### src/rtl/core/mmn_pkg.sv
`timescale 1ns / 1ps
// ----------------------------------------------------------------------------
// mmn_pkg
// Shared types and constants of the min-max normalizer.
// ----------------------------------------------------------------------------
package mmn_pkg;

	localparam int DATA_W     = 16;
	localparam int REG_ADDR_W = 3;
	localparam int APB_DATA_W = 32;
	localparam int K_W        = 32;

	localparam logic [0:0] REG_LOW_BOUND  = 1'b0;
	localparam logic [0:0] REG_HIGH_BOUND = 1'b1;

	localparam logic signed [DATA_W-1:0] LOW_BOUND_RST  = 16'sd0;
	localparam logic signed [DATA_W-1:0] HIGH_BOUND_RST = 16'sd256;
	localparam logic signed [DATA_W-1:0] S16_MAX        = 16'sh7FFF;
	localparam logic signed [DATA_W-1:0] S16_MIN        = 16'sh8000;
	localparam logic [K_W-1:0]           K_POS_SAT      = 32'h7FFF_FFFF;
	localparam logic [K_W-1:0]           K_NEG_SAT      = 32'h8000_0000;

	typedef enum logic [2:0] {
		ST_LOAD,
		ST_PREP,
		ST_DIVIDE,
		ST_SCALE,
		ST_EMIT,
		ST_DRAIN
	} state_t;

	typedef struct packed {
		logic load;
		logic div_init;
		logic div_step;
		logic latch_k;
		logic issue;
		logic issue_last;
		logic clear_vec;
	} cmd_t;

	typedef struct packed {
		logic close;
		logic all_eq;
		logic advance;
		logic pipe_empty;
	} status_t;

endpackage

### src/rtl/core/mmn_in_if.sv
`timescale 1ns / 1ps
// ----------------------------------------------------------------------------
// mmn_in_if
// Sample channel: one signed Q8.8 sample and an end-of-vector flag per word.
// ----------------------------------------------------------------------------
interface mmn_in_if;
	logic               valid;
	logic               ready;
	logic signed [15:0] sample;
	logic               last;

	modport source(output valid, output sample, output last, input ready);
	modport sink(input valid, input sample, input last, output ready);
endinterface

### src/rtl/core/mmn_out_if.sv
`timescale 1ns / 1ps
// ----------------------------------------------------------------------------
// mmn_out_if
// Result channel: one normalized Q8.8 element and an end-of-vector flag.
// ----------------------------------------------------------------------------
interface mmn_out_if;
	logic               valid;
	logic               ready;
	logic signed [15:0] scaled;
	logic               final_res;

	modport source(output valid, output scaled, output final_res, input ready);
	modport sink(input valid, input scaled, input final_res, output ready);
endinterface

### src/rtl/core/mmn_regs.sv
`timescale 1ns / 1ps
// ----------------------------------------------------------------------------
// mmn_regs
// APB register file holding the target interval bounds.
// ----------------------------------------------------------------------------
module mmn_regs (
	input  logic                                    clk,
	input  logic                                    arst_n,
	input  logic                                    psel,
	input  logic                                    penable,
	input  logic                                    pwrite,
	input  logic [mmn_pkg::REG_ADDR_W-1:0]          paddr,
	input  logic [mmn_pkg::APB_DATA_W-1:0]          pwdata,
	output logic [mmn_pkg::APB_DATA_W-1:0]          prdata,
	output logic                                    pready,
	output logic signed [mmn_pkg::DATA_W-1:0]       low_bound,
	output logic signed [mmn_pkg::DATA_W-1:0]       high_bound
);
	import mmn_pkg::*;

	logic signed [DATA_W-1:0] low_q;
	logic signed [DATA_W-1:0] high_q;
	logic                     wr_en;
	logic [0:0]               reg_idx;

	assign pready  = 1'b1;
	assign wr_en   = psel & penable & pwrite;
	assign reg_idx = paddr[2:2];

	always_ff @(posedge clk or negedge arst_n) begin
		if (!arst_n) begin
			low_q  <= LOW_BOUND_RST;
			high_q <= HIGH_BOUND_RST;
		end else if (wr_en) begin
			case (reg_idx)
				REG_LOW_BOUND:  low_q  <= pwdata[DATA_W-1:0];
				REG_HIGH_BOUND: high_q <= pwdata[DATA_W-1:0];
				default: ;
			endcase
		end
	end

	always_comb begin
		case (reg_idx)
			REG_LOW_BOUND:  prdata = APB_DATA_W'(low_q);
			REG_HIGH_BOUND: prdata = APB_DATA_W'(high_q);
			default:        prdata = '0;
		endcase
	end

	assign low_bound  = low_q;
	assign high_bound = high_q;

endmodule

### src/rtl/core/mmn_ctrl.sv
`timescale 1ns / 1ps
// ----------------------------------------------------------------------------
// mmn_ctrl
// Sequencer: load, divide unless all samples match, then stream stored samples.
// ----------------------------------------------------------------------------
module mmn_ctrl #(
	parameter int DEPTH           = 64,
	parameter int SCALE_FRAC_BITS = 16,
	localparam int AW             = $clog2(DEPTH),
	localparam int CW             = $clog2(DEPTH + 1)
) (
	input  logic              clk,
	input  logic              arst_n,
	input  logic              in_valid,
	output logic              in_ready,
	input  mmn_pkg::status_t  st,
	input  logic [CW-1:0]     count,
	output mmn_pkg::cmd_t     cmd,
	output logic [AW-1:0]     rd_addr
);
	import mmn_pkg::*;

	localparam int QW = DATA_W + SCALE_FRAC_BITS;
	localparam int SW = $clog2(QW);

	state_t        state_q, state_d;
	logic [SW-1:0] step_q;
	logic [AW-1:0] addr_q;
	logic          at_last;

	assign at_last = CW'(addr_q) == CW'(count - CW'(1));
	assign rd_addr = addr_q;

	always_ff @(posedge clk or negedge arst_n) begin
		if (!arst_n) begin
			state_q <= ST_LOAD;
			step_q  <= '0;
			addr_q  <= '0;
		end else begin
			state_q <= state_d;
			if (cmd.div_init)
				step_q <= '0;
			else if (cmd.div_step)
				step_q <= step_q + SW'(1);
			if (cmd.div_init)
				addr_q <= '0;
			else if (cmd.issue)
				addr_q <= addr_q + AW'(1);
		end
	end

	always_comb begin
		state_d  = state_q;
		cmd      = '0;
		in_ready = 1'b0;
		case (state_q)
			ST_LOAD: begin
				in_ready = 1'b1;
				cmd.load = in_valid;
				if (in_valid && st.close)
					state_d = ST_PREP;
			end
			ST_PREP: begin
				cmd.div_init = 1'b1;
				state_d      = st.all_eq ? ST_EMIT : ST_DIVIDE;
			end
			ST_DIVIDE: begin
				cmd.div_step = 1'b1;
				if (step_q == SW'(QW - 1))
					state_d = ST_SCALE;
			end
			ST_SCALE: begin
				cmd.latch_k = 1'b1;
				state_d     = ST_EMIT;
			end
			ST_EMIT: begin
				if (st.advance) begin
					cmd.issue      = 1'b1;
					cmd.issue_last = at_last;
					if (at_last)
						state_d = ST_DRAIN;
				end
			end
			ST_DRAIN: begin
				if (st.pipe_empty) begin
					cmd.clear_vec = 1'b1;
					state_d       = ST_LOAD;
				end
			end
			default: state_d = ST_LOAD;
		endcase
	end

endmodule

### src/rtl/core/mmn_dp.sv
`timescale 1ns / 1ps
// ----------------------------------------------------------------------------
// mmn_dp
// Sample store, min/max tracking, radix-2 divider and the scaling pipeline.
// ----------------------------------------------------------------------------
module mmn_dp #(
	parameter int DEPTH           = 64,
	parameter int SCALE_FRAC_BITS = 16,
	localparam int AW             = $clog2(DEPTH),
	localparam int CW             = $clog2(DEPTH + 1)
) (
	input  logic                               clk,
	input  logic                               arst_n,
	input  mmn_pkg::cmd_t                      cmd,
	output mmn_pkg::status_t                   st,
	output logic [CW-1:0]                      count,
	input  logic [AW-1:0]                      rd_addr,
	input  logic signed [mmn_pkg::DATA_W-1:0]  low_bound,
	input  logic signed [mmn_pkg::DATA_W-1:0]  high_bound,
	input  logic signed [mmn_pkg::DATA_W-1:0]  sample,
	input  logic                               last,
	output logic                               out_valid,
	input  logic                               out_ready,
	output logic signed [mmn_pkg::DATA_W-1:0]  scaled,
	output logic                               final_res
);
	import mmn_pkg::*;

	localparam int F  = SCALE_FRAC_BITS;
	localparam int QW = DATA_W + F;
	localparam int DW = DATA_W + 1;
	localparam int PW = DW + K_W;

	logic [DATA_W-1:0]        mem [DEPTH];
	logic [CW-1:0]            count_q;
	logic signed [DATA_W-1:0] max_q, min_q;

	// divider
	logic signed [DW-1:0]     span;
	logic [DW-1:0]            mag;
	logic [DATA_W-1:0]        den;
	logic                     neg_q;
	logic [QW-1:0]            quo_q;
	logic [DATA_W-1:0]        rem_q;
	logic [DW-1:0]            trial;
	logic                     fits;
	logic [63:0]              quo_ext;
	logic [K_W-1:0]           k_sat;
	logic signed [K_W-1:0]    k_q;

	// emission pipeline
	logic                     advance;
	logic                     v_s1, l_s1, v_s2, l_s2;
	logic signed [DATA_W-1:0] x_s1;
	logic signed [DW-1:0]     diff;
	logic signed [PW-1:0]     prod;
	logic signed [PW-1:0]     p_s2;
	logic signed [PW-1:0]     shr;
	logic signed [PW-1:0]     sum;
	logic signed [DATA_W-1:0] res;
	logic                     out_valid_q, final_q;
	logic signed [DATA_W-1:0] scaled_q;

	assign st.close      = last | (count_q == CW'(DEPTH - 1));
	assign st.all_eq     = max_q == min_q;
	assign advance       = !out_valid_q || out_ready;
	assign st.advance    = advance;
	assign st.pipe_empty = !v_s1 && !v_s2 && !out_valid_q;
	assign count         = count_q;

	always_ff @(posedge clk) begin
		if (cmd.load)
			mem[count_q[AW-1:0]] <= sample;
		if (cmd.issue)
			x_s1 <= mem[rd_addr];
	end

	always_ff @(posedge clk or negedge arst_n) begin
		if (!arst_n) begin
			count_q <= '0;
			max_q   <= S16_MIN;
			min_q   <= S16_MAX;
		end else if (cmd.clear_vec) begin
			count_q <= '0;
			max_q   <= S16_MIN;
			min_q   <= S16_MAX;
		end else if (cmd.load) begin
			count_q <= count_q + CW'(1);
			if (sample > max_q)
				max_q <= sample;
			if (sample < min_q)
				min_q <= sample;
		end
	end

	assign span  = DW'(high_bound) - DW'(low_bound);
	assign mag   = span[DW-1] ? DW'(-span) : span;
	assign den   = DATA_W'(DW'(max_q) - DW'(min_q));
	assign trial = {rem_q, quo_q[QW-1]};
	assign fits  = trial >= DW'(den);

	always_ff @(posedge clk) begin
		if (cmd.div_init) begin
			neg_q <= span[DW-1];
			quo_q <= {mag[DATA_W-1:0], {F{1'b0}}};
			rem_q <= '0;
		end else if (cmd.div_step) begin
			quo_q <= {quo_q[QW-2:0], fits};
			rem_q <= fits ? DATA_W'(trial - DW'(den)) : trial[DATA_W-1:0];
		end
	end

	assign quo_ext = 64'(quo_q);

	always_comb begin
		if (!neg_q)
			k_sat = (quo_ext > 64'(K_POS_SAT)) ? K_POS_SAT : quo_ext[K_W-1:0];
		else
			k_sat = (quo_ext > 64'(K_NEG_SAT)) ? K_NEG_SAT
				: K_W'(~quo_ext[K_W-1:0] + K_W'(1));
	end

	always_ff @(posedge clk) begin
		if (cmd.latch_k)
			k_q <= k_sat;
	end

	assign diff = DW'(x_s1) - DW'(max_q);
	assign prod = diff * k_q;
	assign shr  = p_s2 >>> F;
	assign sum  = shr + PW'(high_bound);

	always_comb begin
		if (st.all_eq)
			res = low_bound;
		else if (sum > PW'(S16_MAX))
			res = S16_MAX;
		else if (sum < PW'(S16_MIN))
			res = S16_MIN;
		else
			res = sum[DATA_W-1:0];
	end

	always_ff @(posedge clk or negedge arst_n) begin
		if (!arst_n) begin
			v_s1        <= 1'b0;
			v_s2        <= 1'b0;
			out_valid_q <= 1'b0;
		end else if (advance) begin
			v_s1        <= cmd.issue;
			v_s2        <= v_s1;
			out_valid_q <= v_s2;
		end
	end

	always_ff @(posedge clk) begin
		if (advance) begin
			l_s1     <= cmd.issue_last;
			l_s2     <= l_s1;
			p_s2     <= prod;
			final_q  <= l_s2;
			scaled_q <= res;
		end
	end

	assign out_valid = out_valid_q;
	assign scaled    = scaled_q;
	assign final_res = final_q;

endmodule

### src/rtl/core/min_max_normalizer_unit.sv
`timescale 1ns / 1ps
// Samples load at one word per cycle in the load state. The closing sample is
// followed by a prepare step, the one-bit-per-cycle divider (skipped when all
// samples are equal), a scale step and the emission pipeline; results then stream
// at one word per cycle while result_ch.ready is high. No vector overlaps another.
// Reset (arst_n, async): control cleared, low_bound = 0, high_bound = 256;
// sample store contents are undefined and never read before being written.
// ----------------------------------------------------------------------------
// min_max_normalizer_unit
// Min-max normalizer of signed Q8.8 vectors into a configurable interval.
// ----------------------------------------------------------------------------
module min_max_normalizer_unit #(
	parameter int DEPTH           = 64,
	parameter int SCALE_FRAC_BITS = 16
) (
	input  logic                               clk,
	input  logic                               arst_n,
	input  logic                               psel,
	input  logic                               penable,
	input  logic                               pwrite,
	input  logic [mmn_pkg::REG_ADDR_W-1:0]     paddr,
	input  logic [mmn_pkg::APB_DATA_W-1:0]     pwdata,
	output logic [mmn_pkg::APB_DATA_W-1:0]     prdata,
	output logic                               pready,
	mmn_in_if.sink                             sample_ch,
	mmn_out_if.source                          result_ch
);
	import mmn_pkg::*;

	localparam int AW = $clog2(DEPTH);
	localparam int CW = $clog2(DEPTH + 1);

	logic signed [DATA_W-1:0] low_bound, high_bound;
	cmd_t                     cmd;
	status_t                  st;
	logic [CW-1:0]            count;
	logic [AW-1:0]            rd_addr;

	mmn_regs u_regs (
		.clk       (clk),
		.arst_n    (arst_n),
		.psel      (psel),
		.penable   (penable),
		.pwrite    (pwrite),
		.paddr     (paddr),
		.pwdata    (pwdata),
		.prdata    (prdata),
		.pready    (pready),
		.low_bound (low_bound),
		.high_bound(high_bound)
	);

	mmn_ctrl #(
		.DEPTH          (DEPTH),
		.SCALE_FRAC_BITS(SCALE_FRAC_BITS)
	) u_ctrl (
		.clk     (clk),
		.arst_n  (arst_n),
		.in_valid(sample_ch.valid),
		.in_ready(sample_ch.ready),
		.st      (st),
		.count   (count),
		.cmd     (cmd),
		.rd_addr (rd_addr)
	);

	mmn_dp #(
		.DEPTH          (DEPTH),
		.SCALE_FRAC_BITS(SCALE_FRAC_BITS)
	) u_dp (
		.clk       (clk),
		.arst_n    (arst_n),
		.cmd       (cmd),
		.st        (st),
		.count     (count),
		.rd_addr   (rd_addr),
		.low_bound (low_bound),
		.high_bound(high_bound),
		.sample    (sample_ch.sample),
		.last      (sample_ch.last),
		.out_valid (result_ch.valid),
		.out_ready (result_ch.ready),
		.scaled    (result_ch.scaled),
		.final_res (result_ch.final_res)
	);

endmodule

### src/flat_wrapper.sv
// flat-port wrapper written by rule: the top's interface ports become plain ports
module min_max_normalizer_unit_flat import mmn_pkg::*;
#(
	parameter int DEPTH           = 64,
	parameter int SCALE_FRAC_BITS = 16
)
  (clk, arst_n, psel, penable, pwrite, paddr, pwdata, prdata, pready, sample_ch_valid, sample_ch_sample, sample_ch_last, sample_ch_ready, result_ch_valid, result_ch_scaled, result_ch_final_res, result_ch_ready);
  mmn_in_if sample_ch_i ();
  mmn_out_if result_ch_i ();
  input  logic clk;
  input  logic arst_n;
  input  logic psel;
  input  logic penable;
  input  logic pwrite;
  input  logic [mmn_pkg::REG_ADDR_W-1:0] paddr;
  input  logic [mmn_pkg::APB_DATA_W-1:0] pwdata;
  output logic [mmn_pkg::APB_DATA_W-1:0] prdata;
  output logic pready;
  input wire logic [$bits(sample_ch_i.valid)-1:0] sample_ch_valid;
  input wire logic [$bits(sample_ch_i.sample)-1:0] sample_ch_sample;
  input wire logic [$bits(sample_ch_i.last)-1:0] sample_ch_last;
  output wire logic [$bits(sample_ch_i.ready)-1:0] sample_ch_ready;
  output wire logic [$bits(result_ch_i.valid)-1:0] result_ch_valid;
  output wire logic [$bits(result_ch_i.scaled)-1:0] result_ch_scaled;
  output wire logic [$bits(result_ch_i.final_res)-1:0] result_ch_final_res;
  input wire logic [$bits(result_ch_i.ready)-1:0] result_ch_ready;
  assign sample_ch_i.valid = sample_ch_valid;
  assign sample_ch_i.sample = sample_ch_sample;
  assign sample_ch_i.last = sample_ch_last;
  assign sample_ch_ready = sample_ch_i.ready;
  assign result_ch_valid = result_ch_i.valid;
  assign result_ch_scaled = result_ch_i.scaled;
  assign result_ch_final_res = result_ch_i.final_res;
  assign result_ch_i.ready = result_ch_ready;
  min_max_normalizer_unit #(.DEPTH(DEPTH), .SCALE_FRAC_BITS(SCALE_FRAC_BITS)) u_core (.clk(clk), .arst_n(arst_n), .psel(psel), .penable(penable), .pwrite(pwrite), .paddr(paddr), .pwdata(pwdata), .prdata(prdata), .pready(pready), .sample_ch(sample_ch_i), .result_ch(result_ch_i));
endmodule
### config.mk
export PLATFORM = sky130hd
export DESIGN_NAME = min_max_normalizer_unit_flat
export DESIGN_NICKNAME = d
export VERILOG_FILES = /design/src/rtl/core/mmn_pkg.sv /design/src/rtl/core/mmn_in_if.sv /design/src/rtl/core/mmn_out_if.sv /design/src/rtl/core/mmn_regs.sv /design/src/rtl/core/mmn_ctrl.sv /design/src/rtl/core/mmn_dp.sv /design/src/rtl/core/min_max_normalizer_unit.sv /design/src/flat_wrapper.sv
export SDC_FILE = /design/constraint.sdc
export NUM_CORES = 2
export LEC_CHECK = 0
export BUFFER_PORTS_ARGS = -buffer_cell sky130_fd_sc_hd__buf_2
export CELL_PAD_IN_SITES_DETAIL_PLACEMENT = 0
export CELL_PAD_IN_SITES_GLOBAL_PLACEMENT = 1
export CORE_MARGIN = 10
export CORE_UTILIZATION = 44
export CTS_BUF_LIST = sky130_fd_sc_hd__clkbuf_16
export CTS_CLUSTER_SIZE = 24
export DETAILED_ROUTE_END_ITERATION = 16
export PLACE_DENSITY_LB_ADDON = 0.1
export SLEW_MARGIN = 20
export SYNTH_ARGS = -nofsm -noshare
export SYNTH_HDL_FRONTEND = slang
export SYNTH_HIERARCHICAL = 1
export SYNTH_SLANG_ARGS = --single-unit
### constraint.sdc
create_clock -name clk -period 10.7 [get_ports clk]
set_input_delay 1.07 -clock clk [delete_from_list [all_inputs] [get_ports clk]]
set_output_delay 1.07 -clock clk [all_outputs]
set_load 0.05 [all_outputs]
==> results.cfg <==
[outcome]
status = complete, no violations

[clocking]
postCtsSetupBuffers = 0
clk_pin_slew_worst_paths_ns = 0.06
clockBufferDepth = 3
numCtsBuffers = 139
htreeDepth = 4
hold_buffers = 0
cts_tree = built
cts_resized = 0
cts.sinks = 1261
clk_latency_ns = 0.79
root_buffer = clkbuf_16

[cells_and_area]
final_common_cell = edfxtp_1
n_fill_cell = 14593
design_area_um2 = 81700
final_cell_mix = edfxtp_1, inv_1, fa_1, nand2_1, mux4_2
drive_above_1_share = 0.161
area_delta_synth_final_pct = 10.8
instances_no_fill = 7786
nets = 6299

[die]
design.core.area_um2 = 167000
die_h_um = 429
num_rows = 150
ios = 111
dieArea_um2 = 184000
chipWidth_um = 429
initial_utilization = 0.442

[routing]
vias = 42604
ant_nets = 0
drt_pass1_iterations = 5
drc = 0
drt_iter0_drc = 3193
avgViaCountPerCell = 5.47
routedWlPerCell_um = 25.3
wl_um = 197000

[logic_synthesis]
synth_cell_type_count = 95
ys_seq_area_frac = 0.504
syn_nets = 6166
synth-main-ff-cell = edfxtp_1
ys.warnings.count = 6
synth_edf_count = 1141
syn_area_um2 = 73700
syn-mean-instance-area_um2 = 13.8
ys_seq_elements = 1261
async_flop_share = 0.0698
netlist_instances = 5337
ys_top_cells_by_area = edfxtp_1, fa_1, mux4_2
synth_top_area_share = 0.465
synth_area_leader_cell = edfxtp_1

[placement]
dp.cells = 7532
portBuffers = 91
place_congestion = 0.813
post_dp_cell_area_um2 = 77300
hpwl_um = 132000

[job]
cap_violations = 0

[sta]
slew_headroom = 0.253
tns_ns = 0
hold_viol_final = 0
setup_violations = 0
rsz0062_at_grt = false
worst_slew_pin_slew_ns = 1.10
period_needed_ns = 9.97
fin_skew_ns = 0.0698
maxSlewViolCount = 0
fmax_ghz = 0.100
post-route-period-util = 0.932

[critical_path]
cp-start-kind = register
critPathMaxFanout = 25
max_stage_delay_ns = 0.57
crit_top_cell = fa_1
cp.arrival_ns = 10.53
cp-end-kind = register
r2r_slack_ns = 0.73
cp_slowest_cell = fa_1
cp.required_ns = 11.26
critical_path_class = reg -> reg

[global_route]
grt_max_degree = 122
grt_pass1_wl_um = 294000
antenna_found_initial = 6
grt_pass1_vias = 44126
grt_overflow = 0
grt_usage = 0.213

[min_path]
worstHoldPathType = in -> async
[state kept, by name, summed over array words and instances (netlist names), 5 cells and up]
signal,cells
u_core/u_dp/mem,1024
u_core/u_dp/p_s2,33
u_core/u_dp/k_q,32
u_core/u_dp/quo_q,32
u_core/u_dp/max_q,16
u_core/u_dp/min_q,16
u_core/u_dp/rem_q,16
u_core/u_dp/scaled,16
u_core/u_dp/x_s1,16
u_core/u_regs/high_bound,16
u_core/u_regs/low_bound,16
u_core/u_dp/count,7
u_core/u_ctrl/rd_addr,6
u_core/u_ctrl/step_q,5
[metrics by stage]
| stage | utilization | hold slack, ns | setup slack, ns |
|---|---|---|---|
| 2_1_floorplan | - | 0.400 | 2.23 |
| 3_3_place_gp | 0.463 | 0.405 | 0.710 |
| 3_5_place_dp | 0.463 | 0.408 | 0.632 |
| 4_1_cts | 0.490 | 0.204 | 0.603 |
| 5_1_grt | 0.490 | 0.248 | 0.0138 |
| 6_report | 0.490 | 0.238 | 0.727 |
[logic make-up after synthesis]
| family | share of synthesized area |
|---|---|
| compound gates | 0.0423 |
| xor+xnor | 0.0162 |
| fa+ha+maj | 0.184 |
| buf+inv | 0.0519 |
| flops | 0.504 |
| mux | 0.120 |
| other cells | 0.0000509 |
| simple gates | 0.0823 |
[final timing paths]
kind | from | cells after the start | to
min reg2reg | u_core/u_dp/l_s2$_DFFE_PP_ | 0 | u_core/u_dp/final_res$_DFFE_PP_
max | u_core/u_dp/max_q[0]$_DFFE_PN0P_ | 36 | u_core/u_dp/p_s2[47]$_DFFE_PP_
max in group asynchronous | arst_n | 2 | u_core/u_ctrl/rd_addr[3]$_DFFE_PN0P_
min | arst_n | 1 | u_core/u_regs/low_bound[2]$_DFFE_PN0P_
min in group clk | u_core/u_dp/l_s2$_DFFE_PP_ | 0 | u_core/u_dp/final_res$_DFFE_PP_
max reg2reg | u_core/u_dp/max_q[0]$_DFFE_PN0P_ | 36 | u_core/u_dp/p_s2[47]$_DFFE_PP_
[metal layers]
| metal | global-route usage | vias up | wire length [µm] |
|---|---|---|---|
| met5 | 0 | - | 41 |
| met4 | 0.0596 | 6 | 5290 |
| met3 | 0.0304 | 227 | 8450 |
| met2 | 0.369 | 938 | 99700 |
| met1 | 0.280 | 22390 | 83100 |
| li1 | - | 19043 | - |
[worst max-delay path, delay by kind of cell (launching register included)]
family          cells  cell delay (ns)
compound gates     14             3.39
xor+xnor            1             0.13
flops               1             0.42
fa+ha+maj           9             4.00
simple gates        7             1.10
buf+inv             5             0.74
[synthesized netlist by cell type (13+ instances only)]
| cell type | count |
|---|---|
| mux2_2 | 42 |
| buf_4 | 20 |
| and2_1 | 100 |
| nor3b_1 | 13 |
| dfstp_2 | 17 |
| edfxtp_1 | 1141 |
| inv_1 | 734 |
| xnor2_1 | 90 |
| a211oi_1 | 34 |
| xor2_1 | 46 |
| nand3_1 | 46 |
| o311ai_0 | 17 |
| nor2b_1 | 87 |
| or2_2 | 13 |
| a21oi_1 | 113 |
| ha_1 | 245 |
| o21bai_1 | 13 |
| a21o_1 | 43 |
| buf_1 | 33 |
| dfrtp_1 | 71 |
| mux2i_1 | 63 |
| clkbuf_1 | 194 |
| mux4_2 | 336 |
| and3b_1 | 30 |
| nor3_1 | 61 |
| nor2_1 | 300 |
| dfxtp_1 | 32 |
| fa_1 | 525 |
| o21a_1 | 21 |
| o21ai_0 | 101 |
| nand4_1 | 30 |
| nand2b_1 | 32 |
| nand2_1 | 470 |
[layout make-up]
| type | instances | area (µm²) | share of cell area |
|---|---|---|---|
| Tap cell | 2204 | 2760 | 0.0337 |
| Sequential cell | 1261 | 37100 | 0.454 |
| Clock inverter | 111 | 891 | 0.0109 |
| Multi-Input combinational cell | 3087 | 33000 | 0.403 |
| Clock buffer | 140 | 3500 | 0.0429 |
| Antenna cell | 2 | 5.00 | 0.0000612 |
| Timing Repair Buffer | 247 | 1700 | 0.0208 |
| Inverter | 734 | 2760 | 0.0337 |
Power is not shown: default switching activity piles up to over one toggle a cycle in this logic, so the estimate is an artifact.
